## src/hdl/idle_cpu_placement_selector_defines.svh

```systemverilog
// Assertion macros used by the selector RTL.
// Each macro expects clk and rst to be visible in the module that uses it.
`ifndef IDLE_CPU_PLACEMENT_SELECTOR_DEFINES_SVH
`define IDLE_CPU_PLACEMENT_SELECTOR_DEFINES_SVH

// Same-cycle implication
`define ICPS_ASSERT_NOW(name, ante, cons, msg) \
  name: assert property (@(posedge clk) disable iff (rst) (ante) |-> (cons)) else $error(msg);

// Next-cycle implication
`define ICPS_ASSERT_NEXT(name, ante, cons, msg) \
  name: assert property (@(posedge clk) disable iff (rst) (ante) |=> (cons)) else $error(msg);

`endif

```

## src/hdl/icps_pkg.sv

```systemverilog
`timescale 1ns / 1ps
`default_nettype none

package icps_pkg;

  // Fixed field widths
  localparam int CPU_ID_W    = 3;
  localparam int REASON_W    = 2;
  localparam int OUT_TDATA_W = 8;
  // Wide enough to compare a CPU index against any supported CPU count
  localparam int CPU_CMP_W   = 7;

  // choice_reason codes
  localparam logic [REASON_W-1:0] REASON_PREV = 2'd0;
  localparam logic [REASON_W-1:0] REASON_IDLE = 2'd1;
  localparam logic [REASON_W-1:0] REASON_BUSY = 2'd2;
  localparam logic [REASON_W-1:0] REASON_NA   = 2'd3;

endpackage

`default_nettype wire

```

## src/hdl/idle_cpu_placement_selector.sv

```systemverilog
`timescale 1ns / 1ps
`default_nettype none

// Idle-CPU placement selector. Feed one request per CPU, in cluster order,
// with s_tlast on the final CPU of the placement; one result (target CPU and
// reason) comes out per placement, in the cycle after the last request is
// taken. Each request is handled combinationally: one add and the compares
// against the running bests sit between the request and the state/result
// registers, so requests may arrive back to back. The only stall comes from
// the single result register: s_tready drops while a result waits and
// m_tready is low. State clears itself after every last request.
module idle_cpu_placement_selector
  import icps_pkg::*;
#(
  parameter int CPU_COUNT = 8,
  parameter int UTIL_BITS = 11,
  localparam int IN_BITS    = CPU_ID_W + 3 + 3 * UTIL_BITS + 1 + CPU_ID_W + 1,
  localparam int IN_TDATA_W = ((IN_BITS + 7) / 8) * 8
) (
  input  wire                    clk,
  input  wire                    rst,
  // Input request channel
  input  wire                    s_tvalid,
  output logic                   s_tready,
  // s_tdata, low bit up: cpu_id, allowed, active, is_idle, cpu_load,
  // task_util, capacity, cluster_end, fallback_cpu, prefer_idle, zero pad
  input  wire [IN_TDATA_W-1:0]   s_tdata,
  input  wire                    s_tlast,   // last_cpu
  // Result channel
  output logic                   m_tvalid,
  input  wire                    m_tready,
  // m_tdata, low bit up: chosen_cpu, choice_reason, zero pad
  output logic [OUT_TDATA_W-1:0] m_tdata
);

  `include "idle_cpu_placement_selector_defines.svh"

  localparam int P_ALLOWED = CPU_ID_W;
  localparam int P_ACTIVE  = CPU_ID_W + 1;
  localparam int P_IDLE    = CPU_ID_W + 2;
  localparam int P_WAKE    = CPU_ID_W + 3;
  localparam int P_TASK    = P_WAKE + UTIL_BITS;
  localparam int P_CAP     = P_TASK + UTIL_BITS;
  localparam int P_CEND    = P_CAP + UTIL_BITS;
  localparam int P_PREV    = P_CEND + 1;
  localparam int P_PIDLE   = P_PREV + CPU_ID_W;

  localparam logic [UTIL_BITS-1:0] UTIL_MAX = {UTIL_BITS{1'b1}};

  // Field unpack
  logic [CPU_ID_W-1:0]  cpu_id;
  logic                 allowed, active, is_idle, cluster_end, prefer_idle;
  logic [UTIL_BITS-1:0] cpu_load, task_util, capacity;
  logic [CPU_ID_W-1:0]  fallback_cpu;

  assign cpu_id       = s_tdata[CPU_ID_W-1:0];
  assign allowed      = s_tdata[P_ALLOWED];
  assign active       = s_tdata[P_ACTIVE];
  assign is_idle      = s_tdata[P_IDLE];
  assign cpu_load     = s_tdata[P_WAKE +: UTIL_BITS];
  assign task_util    = s_tdata[P_TASK +: UTIL_BITS];
  assign capacity     = s_tdata[P_CAP +: UTIL_BITS];
  assign cluster_end  = s_tdata[P_CEND];
  assign fallback_cpu = s_tdata[P_PREV +: CPU_ID_W];
  assign prefer_idle  = s_tdata[P_PIDLE];

  // Selection state
  logic [UTIL_BITS-1:0] best_idle_util, best_busy_util, held_capacity;
  logic                 best_idle_valid, best_busy_valid, decided;
  logic [CPU_ID_W-1:0]  best_idle_cpu, best_busy_cpu, decided_cpu;
  logic [REASON_W-1:0]  decided_reason;

  logic [UTIL_BITS-1:0] best_idle_util_next, best_busy_util_next, held_capacity_next;
  logic                 best_idle_valid_next, best_busy_valid_next, decided_next;
  logic [CPU_ID_W-1:0]  best_idle_cpu_next, best_busy_cpu_next, decided_cpu_next;
  logic [REASON_W-1:0]  decided_reason_next;

  // Result register
  logic [CPU_ID_W-1:0]  chosen_cpu, chosen_cpu_next;
  logic [REASON_W-1:0]  choice_reason, choice_reason_next;

  logic                 accept;
  logic                 in_range, eligible, fits, take_idle, take_busy, close_cluster;
  logic [UTIL_BITS:0]   proj;
  logic [UTIL_BITS-1:0] proj_u;

  assign s_tready = !m_tvalid || m_tready;
  assign accept   = s_tvalid && s_tready;
  assign m_tdata  = {{(OUT_TDATA_W - CPU_ID_W - REASON_W){1'b0}}, choice_reason, chosen_cpu};

  // Projection and candidate tests
  assign in_range = {{(CPU_CMP_W - CPU_ID_W){1'b0}}, cpu_id} < CPU_CMP_W'(CPU_COUNT);
  assign eligible = !decided && allowed && active && in_range;
  assign proj     = {1'b0, cpu_load} + {1'b0, task_util};
  assign fits     = proj <= {1'b0, capacity};
  assign proj_u   = proj[UTIL_BITS-1:0];
  assign take_idle = eligible && fits && is_idle &&
                     (!best_idle_valid || proj_u < best_idle_util);
  assign take_busy = eligible && fits && !take_idle && capacity <= held_capacity &&
                     (!best_busy_valid || proj_u < best_busy_util);
  assign close_cluster = !decided && (cluster_end || s_tlast);

  // Next state for one request
  always_comb begin
    best_idle_util_next  = best_idle_util;
    best_idle_valid_next = best_idle_valid;
    best_idle_cpu_next   = best_idle_cpu;
    best_busy_util_next  = best_busy_util;
    best_busy_valid_next = best_busy_valid;
    best_busy_cpu_next   = best_busy_cpu;
    held_capacity_next   = held_capacity;
    decided_next         = decided;
    decided_cpu_next     = decided_cpu;
    decided_reason_next  = decided_reason;

    if (take_idle) begin
      best_idle_util_next  = proj_u;
      best_idle_cpu_next   = cpu_id;
      best_idle_valid_next = 1'b1;
    end
    if (take_busy) begin
      best_busy_util_next  = proj_u;
      best_busy_cpu_next   = cpu_id;
      best_busy_valid_next = 1'b1;
      held_capacity_next   = capacity;
    end

    // Idle choice wins over busy choice at a cluster boundary
    if (close_cluster) begin
      if (best_idle_valid_next) begin
        decided_next        = 1'b1;
        decided_cpu_next    = best_idle_cpu_next;
        decided_reason_next = REASON_IDLE;
      end else if (best_busy_valid_next) begin
        decided_next        = 1'b1;
        decided_cpu_next    = best_busy_cpu_next;
        decided_reason_next = REASON_BUSY;
      end
    end

    // Result for the last request
    if (!prefer_idle) begin
      chosen_cpu_next    = '0;
      choice_reason_next = REASON_NA;
    end else if (decided_next) begin
      chosen_cpu_next    = decided_cpu_next;
      choice_reason_next = decided_reason_next;
    end else begin
      chosen_cpu_next    = fallback_cpu;
      choice_reason_next = REASON_PREV;
    end
  end

  // State registers; a last request returns them to reset values
  always_ff @(posedge clk) begin
    if (rst) begin
      best_idle_util  <= UTIL_MAX;
      best_idle_valid <= 1'b0;
      best_idle_cpu   <= '0;
      best_busy_util  <= UTIL_MAX;
      best_busy_valid <= 1'b0;
      best_busy_cpu   <= '0;
      held_capacity   <= UTIL_MAX;
      decided         <= 1'b0;
      decided_cpu     <= '0;
      decided_reason  <= REASON_PREV;
    end else if (accept) begin
      if (s_tlast) begin
        best_idle_util  <= UTIL_MAX;
        best_idle_valid <= 1'b0;
        best_idle_cpu   <= '0;
        best_busy_util  <= UTIL_MAX;
        best_busy_valid <= 1'b0;
        best_busy_cpu   <= '0;
        held_capacity   <= UTIL_MAX;
        decided         <= 1'b0;
        decided_cpu     <= '0;
        decided_reason  <= REASON_PREV;
      end else begin
        best_idle_util  <= best_idle_util_next;
        best_idle_valid <= best_idle_valid_next;
        best_idle_cpu   <= best_idle_cpu_next;
        best_busy_util  <= best_busy_util_next;
        best_busy_valid <= best_busy_valid_next;
        best_busy_cpu   <= best_busy_cpu_next;
        held_capacity   <= held_capacity_next;
        decided         <= decided_next;
        decided_cpu     <= decided_cpu_next;
        decided_reason  <= decided_reason_next;
      end
    end
  end

  // Output register
  always_ff @(posedge clk) begin
    if (rst) begin
      m_tvalid <= 1'b0;
    end else if (accept && s_tlast) begin
      m_tvalid <= 1'b1;
    end else if (m_tready) begin
      m_tvalid <= 1'b0;
    end
  end

  always_ff @(posedge clk) begin
    if (accept && s_tlast) begin
      chosen_cpu    <= chosen_cpu_next;
      choice_reason <= choice_reason_next;
    end
  end

  // Checks
  `ICPS_ASSERT_NEXT(a_last_clears, accept && s_tlast, !decided && !best_idle_valid && !best_busy_valid, "state not cleared after last request")
  `ICPS_ASSERT_NEXT(a_last_gives_result, accept && s_tlast, m_tvalid, "no result after last request")
  `ICPS_ASSERT_NOW(a_decided_has_best, decided, best_idle_valid || best_busy_valid, "decision without a candidate")
  `ICPS_ASSERT_NOW(a_idle_reason_valid, decided && decided_reason == REASON_IDLE, best_idle_valid, "idle decision without idle candidate")
  `ICPS_ASSERT_NOW(a_held_cap_idle, !best_busy_valid, held_capacity == UTIL_MAX, "held capacity moved without busy candidate")

endmodule

`default_nettype wire

```

## config.mk

```make
export PLATFORM = sky130hd
export DESIGN_NAME = idle_cpu_placement_selector
export DESIGN_NICKNAME = d
export VERILOG_FILES = /design/src/hdl/icps_pkg.sv /design/src/hdl/idle_cpu_placement_selector.sv
export VERILOG_INCLUDE_DIRS = /design/src /design/src/hdl
export SDC_FILE = /design/constraint.sdc
export NUM_CORES = 1
export LEC_CHECK = 0
export BUFFER_PORTS_ARGS = -buffer_cell sky130_fd_sc_hd__buf_2
export CORE_ASPECT_RATIO = 1.5
export CORE_MARGIN = 2
export CORE_UTILIZATION = 30
export CTS_CLUSTER_SIZE = 28
export DETAILED_ROUTE_END_ITERATION = 10
export SLEW_MARGIN = 10
export SYNTH_ARGS = -nofsm -noshare
export SYNTH_HDL_FRONTEND = slang
export SYNTH_SLANG_ARGS = --single-unit
```

## constraint.sdc

```tcl
create_clock -name clk -period 5.8 [get_ports clk]
set_clock_uncertainty 0.05 [all_clocks]
set_input_delay 0.58 -clock clk [delete_from_list [all_inputs] [get_ports clk]]
set_output_delay 0.58 -clock clk [all_outputs]
set_load 0.02 [all_outputs]
```

== After elaboration in Yosys (flattened, before gate mapping) ==
Cells that the tools add are included.
Widths: inputs -> output; s select.

* Latch bits: 0
* ROM bits: 0
* Flip-flop bits (word level): 53
* Input port bits: 53
* RAM bits: 0
* Memories: 0
* Output and inout bits: 10

* Bitwise gates (word level): 0
* Reduce and logical (&&, ||, !) cells: 25
* Div/mod/pow operators: 0
* Multiply operators: 0
* Multiplexer cells: 30
* Equality and inequality tests: 0
* Magnitude comparators: 4
* Add/subtract/negate cells: 1
* Shift-type cells: 0

{| class="wikitable"
|+ Operators with widths
! cell !! count
|-
| $mux 11 || 6
|-
| $mux 3 || 9
|-
| $lt 11x11->1 || 2
|-
| $add 11x11->12 || 1
|-
| $le 12x11->1 || 1
|-
| $le 11x11->1 || 1
|-
| $logic_and 1x1->1 || 11
|-
| $mux 1 || 10
|-
| $mux 2 || 5
|-
| $reduce_bool 2->1 || 3
|-
| $logic_not 1->1 || 5
|-
| $logic_or 1x1->1 || 4
|-
| $reduce_and 2->1 || 2
|}

== Logic depth before layout (Yosys ltp) ==
* Word-level depth: 15
* Mapped depth: 20
* Mapped depth without buffers: 18

== Least setup slack after synthesis ==
Ideal clock, no wire load.

* Path kind: input port to flip-flop
* Start: input port s_tdata[6]
* End: register chosen_cpu[2], data pin
* Buffers on the path: 1
* Path slack: 1.122 ns
* Cell stages on the path: 19
* Data required time: 5.481 ns
* Library setup time: 0.269 ns
* Arrival time: 4.359 ns
* Cells stage by stage: ha_1 inv_1 fa_1 nor2b_1 o21ai_0 a21boi_0 o21ai_0 a21oi_1 xor2_1 ha_1 a21oi_1 nand2_1 a2111oi_0 a221o_1 and3b_1 clkbuf_1 mux2_2 a31oi_1 a31oi_1

* Word-level cells in the longest chain between the ends: 14
* Elaborated cells on any way between the ends: 24
* Those cells by class: add/sub (1); order compare (3); mux (11); reduce/logical (9)

{| class="wikitable"
|+ Ends and longest elaborated chain
! what !! line !! RTL
|-
| start: declaration || idle_cpu_placement_selector.sv:27 || <nowiki>input wire [IN_TDATA_W-1:0] s_tdata,</nowiki>
|-
| $add 11x11->12 (*) || idle_cpu_placement_selector.sv:94 || <nowiki>assign proj = {1'b0, cpu_load} + {1'b0, task_util};</nowiki>
|-
| $le 12x11->1 || idle_cpu_placement_selector.sv:95 || <nowiki>assign fits = proj <= {1'b0, capacity};</nowiki>
|-
| $logic_and 1x1->1 || idle_cpu_placement_selector.sv:97, idle_cpu_placement_selector.sv:99 ||
|-
| $logic_and 1x1->1 (2 in a row) || idle_cpu_placement_selector.sv:97 || <nowiki>assign take_idle = eligible && fits && is_idle &&</nowiki>
|-
| $logic_not 1->1 || idle_cpu_placement_selector.sv:99 || <nowiki>assign take_busy = eligible && fits && !take_idle && capacity <= held_capacity &&</nowiki>
|-
| $logic_and 1x1->1 (3 in a row) || idle_cpu_placement_selector.sv:99 ||
|-
| $mux 3 / $mux 1 (equally long branches) || idle_cpu_placement_selector.sv:121 || <nowiki>if (take_busy) begin</nowiki>
|-
| $mux 3 / $mux 1 (equally long branches) || idle_cpu_placement_selector.sv:134 || <nowiki>end else if (best_busy_valid_next) begin</nowiki>
|-
| $mux 3 / $mux 1 (equally long branches) || idle_cpu_placement_selector.sv:130 || <nowiki>if (best_idle_valid_next) begin</nowiki>
|-
| $mux 3 / $mux 1 (equally long branches) || idle_cpu_placement_selector.sv:129 || <nowiki>if (close_cluster) begin</nowiki>
|-
| $mux 3 (*) || idle_cpu_placement_selector.sv:145 || <nowiki>end else if (decided_next) begin</nowiki>
|-
| end signal: assignment || idle_cpu_placement_selector.sv:207 || <nowiki>chosen_cpu <= chosen_cpu_next;</nowiki>
|-
| end: declaration || idle_cpu_placement_selector.sv:79 || <nowiki>logic [CPU_ID_W-1:0] chosen_cpu, chosen_cpu_next;</nowiki>
|}

Mark *: on every way between the ends. The rest lies on a longest branch, timed or not.
A chain may end at the register's enable or synchronous reset.

== Final worst setup path ==
* Start: input port s_tdata[6]
* End: register chosen_cpu[0], data pin

The elaborated chain is that of the path after synthesis.

==> results.sh <==
export IMPL_post_cts_resized=0
export IMPL_peakVddDrop_uv=115
export IMPL_drt_iter0_drc=111
export IMPL_fp_dieW_um=97.8
export IMPL_worstMarginPinSlew_ns=0.805
export IMPL_wl_per_cell_um=14.3
export IMPL_synthXorXnorAreaFrac=0.0133
export IMPL_postCtsHoldBufs=0
export IMPL_synth_edf_count=5
export IMPL_yosysWarningCount=0
export IMPL_vias=3486
export IMPL_synth_compound_area_frac=0.254
export IMPL_outcome="finished, final reports clean"
export IMPL_yosys_register_bits=53
export IMPL_max_freq_ghz=0.198
export IMPL_place_congestion=0.862
export IMPL_rr_endpoint="chosen_cpu[0]$_SDFFCE_PN0P_"
export IMPL_path_clk_slew_ns=0.07
export IMPL_setup_tns_ns=0
export IMPL_die_y_um=145
export IMPL_synthAdderAreaFrac=0.172
export IMPL_grt_pass1_vias=3524
export IMPL_wl_mm=9.65
export IMPL_dieArea_mm2=0.0142
export IMPL_worstReg2RegStart="best_idle_util[8]$_SDFFE_PP1P_"
export IMPL_synthMuxAreaShare=0.0363
export IMPL_yosysUniqueCellTypes=64
export IMPL_netlist_instances=468
export IMPL_rsz0062_at_grt="no"
export IMPL_critical_path_max_stage_delay_ns=0.41
export IMPL_dp_hpwl_mm=7.69
export IMPL_drive_gt1_frac=0.156
export IMPL_min_to="held_capacity[3]$_SDFFE_PP1P_"
export IMPL_initial_core_util=0.306
export IMPL_area_growth_synth_to_final_pct=14.8
export IMPL_critical_path_required_ns=5.80
export IMPL_cts_root_buf="clkbuf_16"
export IMPL_io_buffers=55
export IMPL_clock_path_buffers=2
export IMPL_slowest_stage="fa_1"
export IMPL_maxSlewHeadroom=0.461
export IMPL_clk_latency_ns=0.30
export IMPL_rows=51
export IMPL_dp_cells=669
export IMPL_fin_util=0.351
export IMPL_hold_viol_final=0
export IMPL_start_kind="input port"
export IMPL_holdPathStages=2
export IMPL_p_total_uw=979
export IMPL_ant_nets=0
export IMPL_routed_via_density=5.15
export IMPL_grt_first_pass_wirelength_mm=16.5
export IMPL_finalMaxSlewViolations=0
export IMPL_cts_tree="built"
export IMPL_n_antenna_cell=0
export IMPL_htreeDepth=2
export IMPL_path_class="input port to flip-flop"
export IMPL_critPathArrivalTime_ns=5.06
export IMPL_worstPathCellList="buf_2 > ha_1 > inv_1 > fa_1 > nor2b_1 > o21ai_0 > a21boi_0 > o21ai_0 > a21oi_1 > xor2_1 > ha_1 > a21oi_1 > nand2_1 > a2111oi_0 > a221o_1 > and3b_1 > mux2_2 > a31oi_1 > a31oi_1"
export IMPL_finalCriticalPeriod_ns=5.06
export IMPL_grt_usage=0.143
export IMPL_crit_fanout=7
export IMPL_synth_area_per_cell_um2=8.47
export IMPL_cts_sinks=53
export IMPL_rr_worst_depth=10
export IMPL_cts_setup_buffers=0
export IMPL_synth_ff_type="dfxtp_1"
export IMPL_drc_errors=0
export IMPL_powerDensity_mw_per_mm2=215
export IMPL_synthArstFlopShare=0
export IMPL_antenna_found_initial=0
export IMPL_end_kind="flip-flop"
export IMPL_coreArea_mm2=0.0130
export IMPL_nFillCells=1344
export IMPL_synthSimpleGateAreaFrac=0.165
export IMPL_hold_start="held_capacity[3]$_SDFFE_PP1P_"
export IMPL_netlist_area_mm2=0.00396
export IMPL_period_share=0.873
export IMPL_max_cap_violations=0
export IMPL_grt_max_degree=38
export IMPL_drt_pass1_iter_count=4
export IMPL_grt_overflow_total=0
export IMPL_fin_nets=624
export IMPL_p_leak_nw=2.25
export IMPL_reg2reg_slack_ns=2.85
export IMPL_io_pins=63
export IMPL_synth_top_family_by_area="compound AO/OA/AOI/OAI gates"
export IMPL_cts_made_buffers=5
export IMPL_setup_viol_count_final=0
export IMPL_stdcell_count=677
export IMPL_hold_class="flip-flop to flip-flop"
export IMPL_yosysSeqAreaShare=0.280
==> routing by layer <==
layer,share of wire,GRT usage,vias to the layer above
li1,-,-,1784
met1,0.42,0.157,1622
met2,0.53,0.278,66
met3,0.029,0.0178,14
met4,0.023,0.0526,0
met5,0,0,-
==> power breakdown <==
part           leakage (nW)  internal (mW)  total [mW]  switching [mW]
sequential            0.436          0.376       0.379         0.00304
combinational          1.74          0.104       0.256           0.152
clock                0.0810          0.205       0.344           0.139
==> Yosys cell counts, drive strengths merged (4+ instances only) <==
| master | count | share of area |
|---|---|---|
| inv | 56 | 0.053 |
| ha | 53 | 0.17 |
| dfxtp | 48 | 0.24 |
| nand2 | 30 | 0.030 |
| o21ai | 29 | 0.037 |
| nand2b | 23 | 0.036 |
| a21oi | 22 | 0.029 |
| nor2 | 18 | 0.017 |
| a21o | 15 | 0.028 |
| clkbuf | 12 | 0.012 |
| o211ai | 12 | 0.023 |
| mux2i | 11 | 0.028 |
| o22ai | 11 | 0.017 |
| nor3 | 9 | 0.011 |
| buf | 8 | 0.013 |
| nand4 | 8 | 0.013 |
| a31oi | 7 | 0.015 |
| and2 | 6 | 0.0095 |
| a211oi | 5 | 0.011 |
| edfxtp | 5 | 0.038 |
| nand3 | 5 | 0.0063 |
| o21a | 5 | 0.0095 |
| or3 | 5 | 0.0079 |
| a2111oi | 4 | 0.0088 |
| a22oi | 4 | 0.0076 |
| nand3b | 4 | 0.0076 |
| nor2b | 4 | 0.0063 |
| o2111ai | 4 | 0.0088 |
| o31a | 4 | 0.0088 |
| xnor2 | 4 | 0.0088 |
==> state kept, by name, summed over array words and instances, names as in the netlist, 2 cells and up <==
signal          count
decided_reason      2
best_idle_cpu       3
best_busy_util     11
decided_cpu         3
held_capacity      11
chosen_cpu          3
best_idle_util     11
best_busy_cpu       3
choice_reason       2
==> logic make-up (layout without fill, tap and decap cells) <==
| logic type | count (synthesis) | in the layout |
|---|---|---|
| compound gates | 142 | 142 |
| simple gates | 122 | 122 |
| buf+inv | 76 | 124 |
| fa+ha+maj | 54 | 54 |
| flops | 53 | 53 |
| mux | 14 | 14 |
| xor+xnor | 6 | 6 |
| other cells | 1 | 3 |
==> worst max-delay path by stage <==
stage	startpoint	endpoint	slack [ns]	cells past startpoint
finish	s_tdata[6]	chosen_cpu[0]$_SDFFCE_PN0P_	0.74	19
global route	s_tdata[6]	chosen_cpu[0]$_SDFFCE_PN0P_	0.23	19
CTS	s_tdata[6]	chosen_cpu[1]$_SDFFCE_PN0P_	0.78	19
detailed placement	s_tdata[6]	chosen_cpu[0]$_SDFFCE_PN0P_	0.47	19
global placement	s_tdata[6]	chosen_cpu[2]$_SDFFCE_PN0P_	0.57	19
floorplan	s_tdata[6]	chosen_cpu[2]$_SDFFCE_PN0P_	1.12	19
==> per-stage QoR <==
step	setup slack [ns]	hold slack, ns	area, µm²
final	0.739	0.431	4550
after global routing	0.234	0.458	4550
after CTS	0.784	0.434	4550
after detailed placement	0.472	0.419	4380
after global placement	0.573	0.406	4380
after floorplan	1.12	0.395	3970
==> area by class of cell <==
cell class | instances | area [µm²] | share of cell area
flip-flops and latches | 53 | 1110 | 0.244
inverters | 56 | 210 | 0.0462
clock inverters | 2 | 38.8 | 0.00852
multi-input cells | 341 | 2550 | 0.560
repair buffers | 60 | 313 | 0.0687
clock buffers | 6 | 129 | 0.0283
well taps | 159 | 199 | 0.0437
==> worst max-delay path, delay by kind of cell <==
| family | cells | cell delay [ns] |
|---|---|---|
| adder cells (fa/ha/maj) | 3 | 0.95 |
| XOR/XNOR | 1 | 0.39 |
| AO/OA/AOI/OAI | 9 | 2.04 |
| multiplexers | 1 | 0.37 |
| AND/OR/NAND/NOR | 3 | 0.56 |
| buffers and inverters | 2 | 0.15 |
==> cells in the final DEF (no fill, tap or decap), drive strengths merged, types with 12 or more instances in the layout <==
cell type   n
a21o       15
o21ai      29
ha         53
a21oi      22
nor2       18
dfxtp      48
buf        60
nand2b     23
inv        56
o211ai     12
nand2      30
Note: power is estimated with default switching activity, not from simulation.
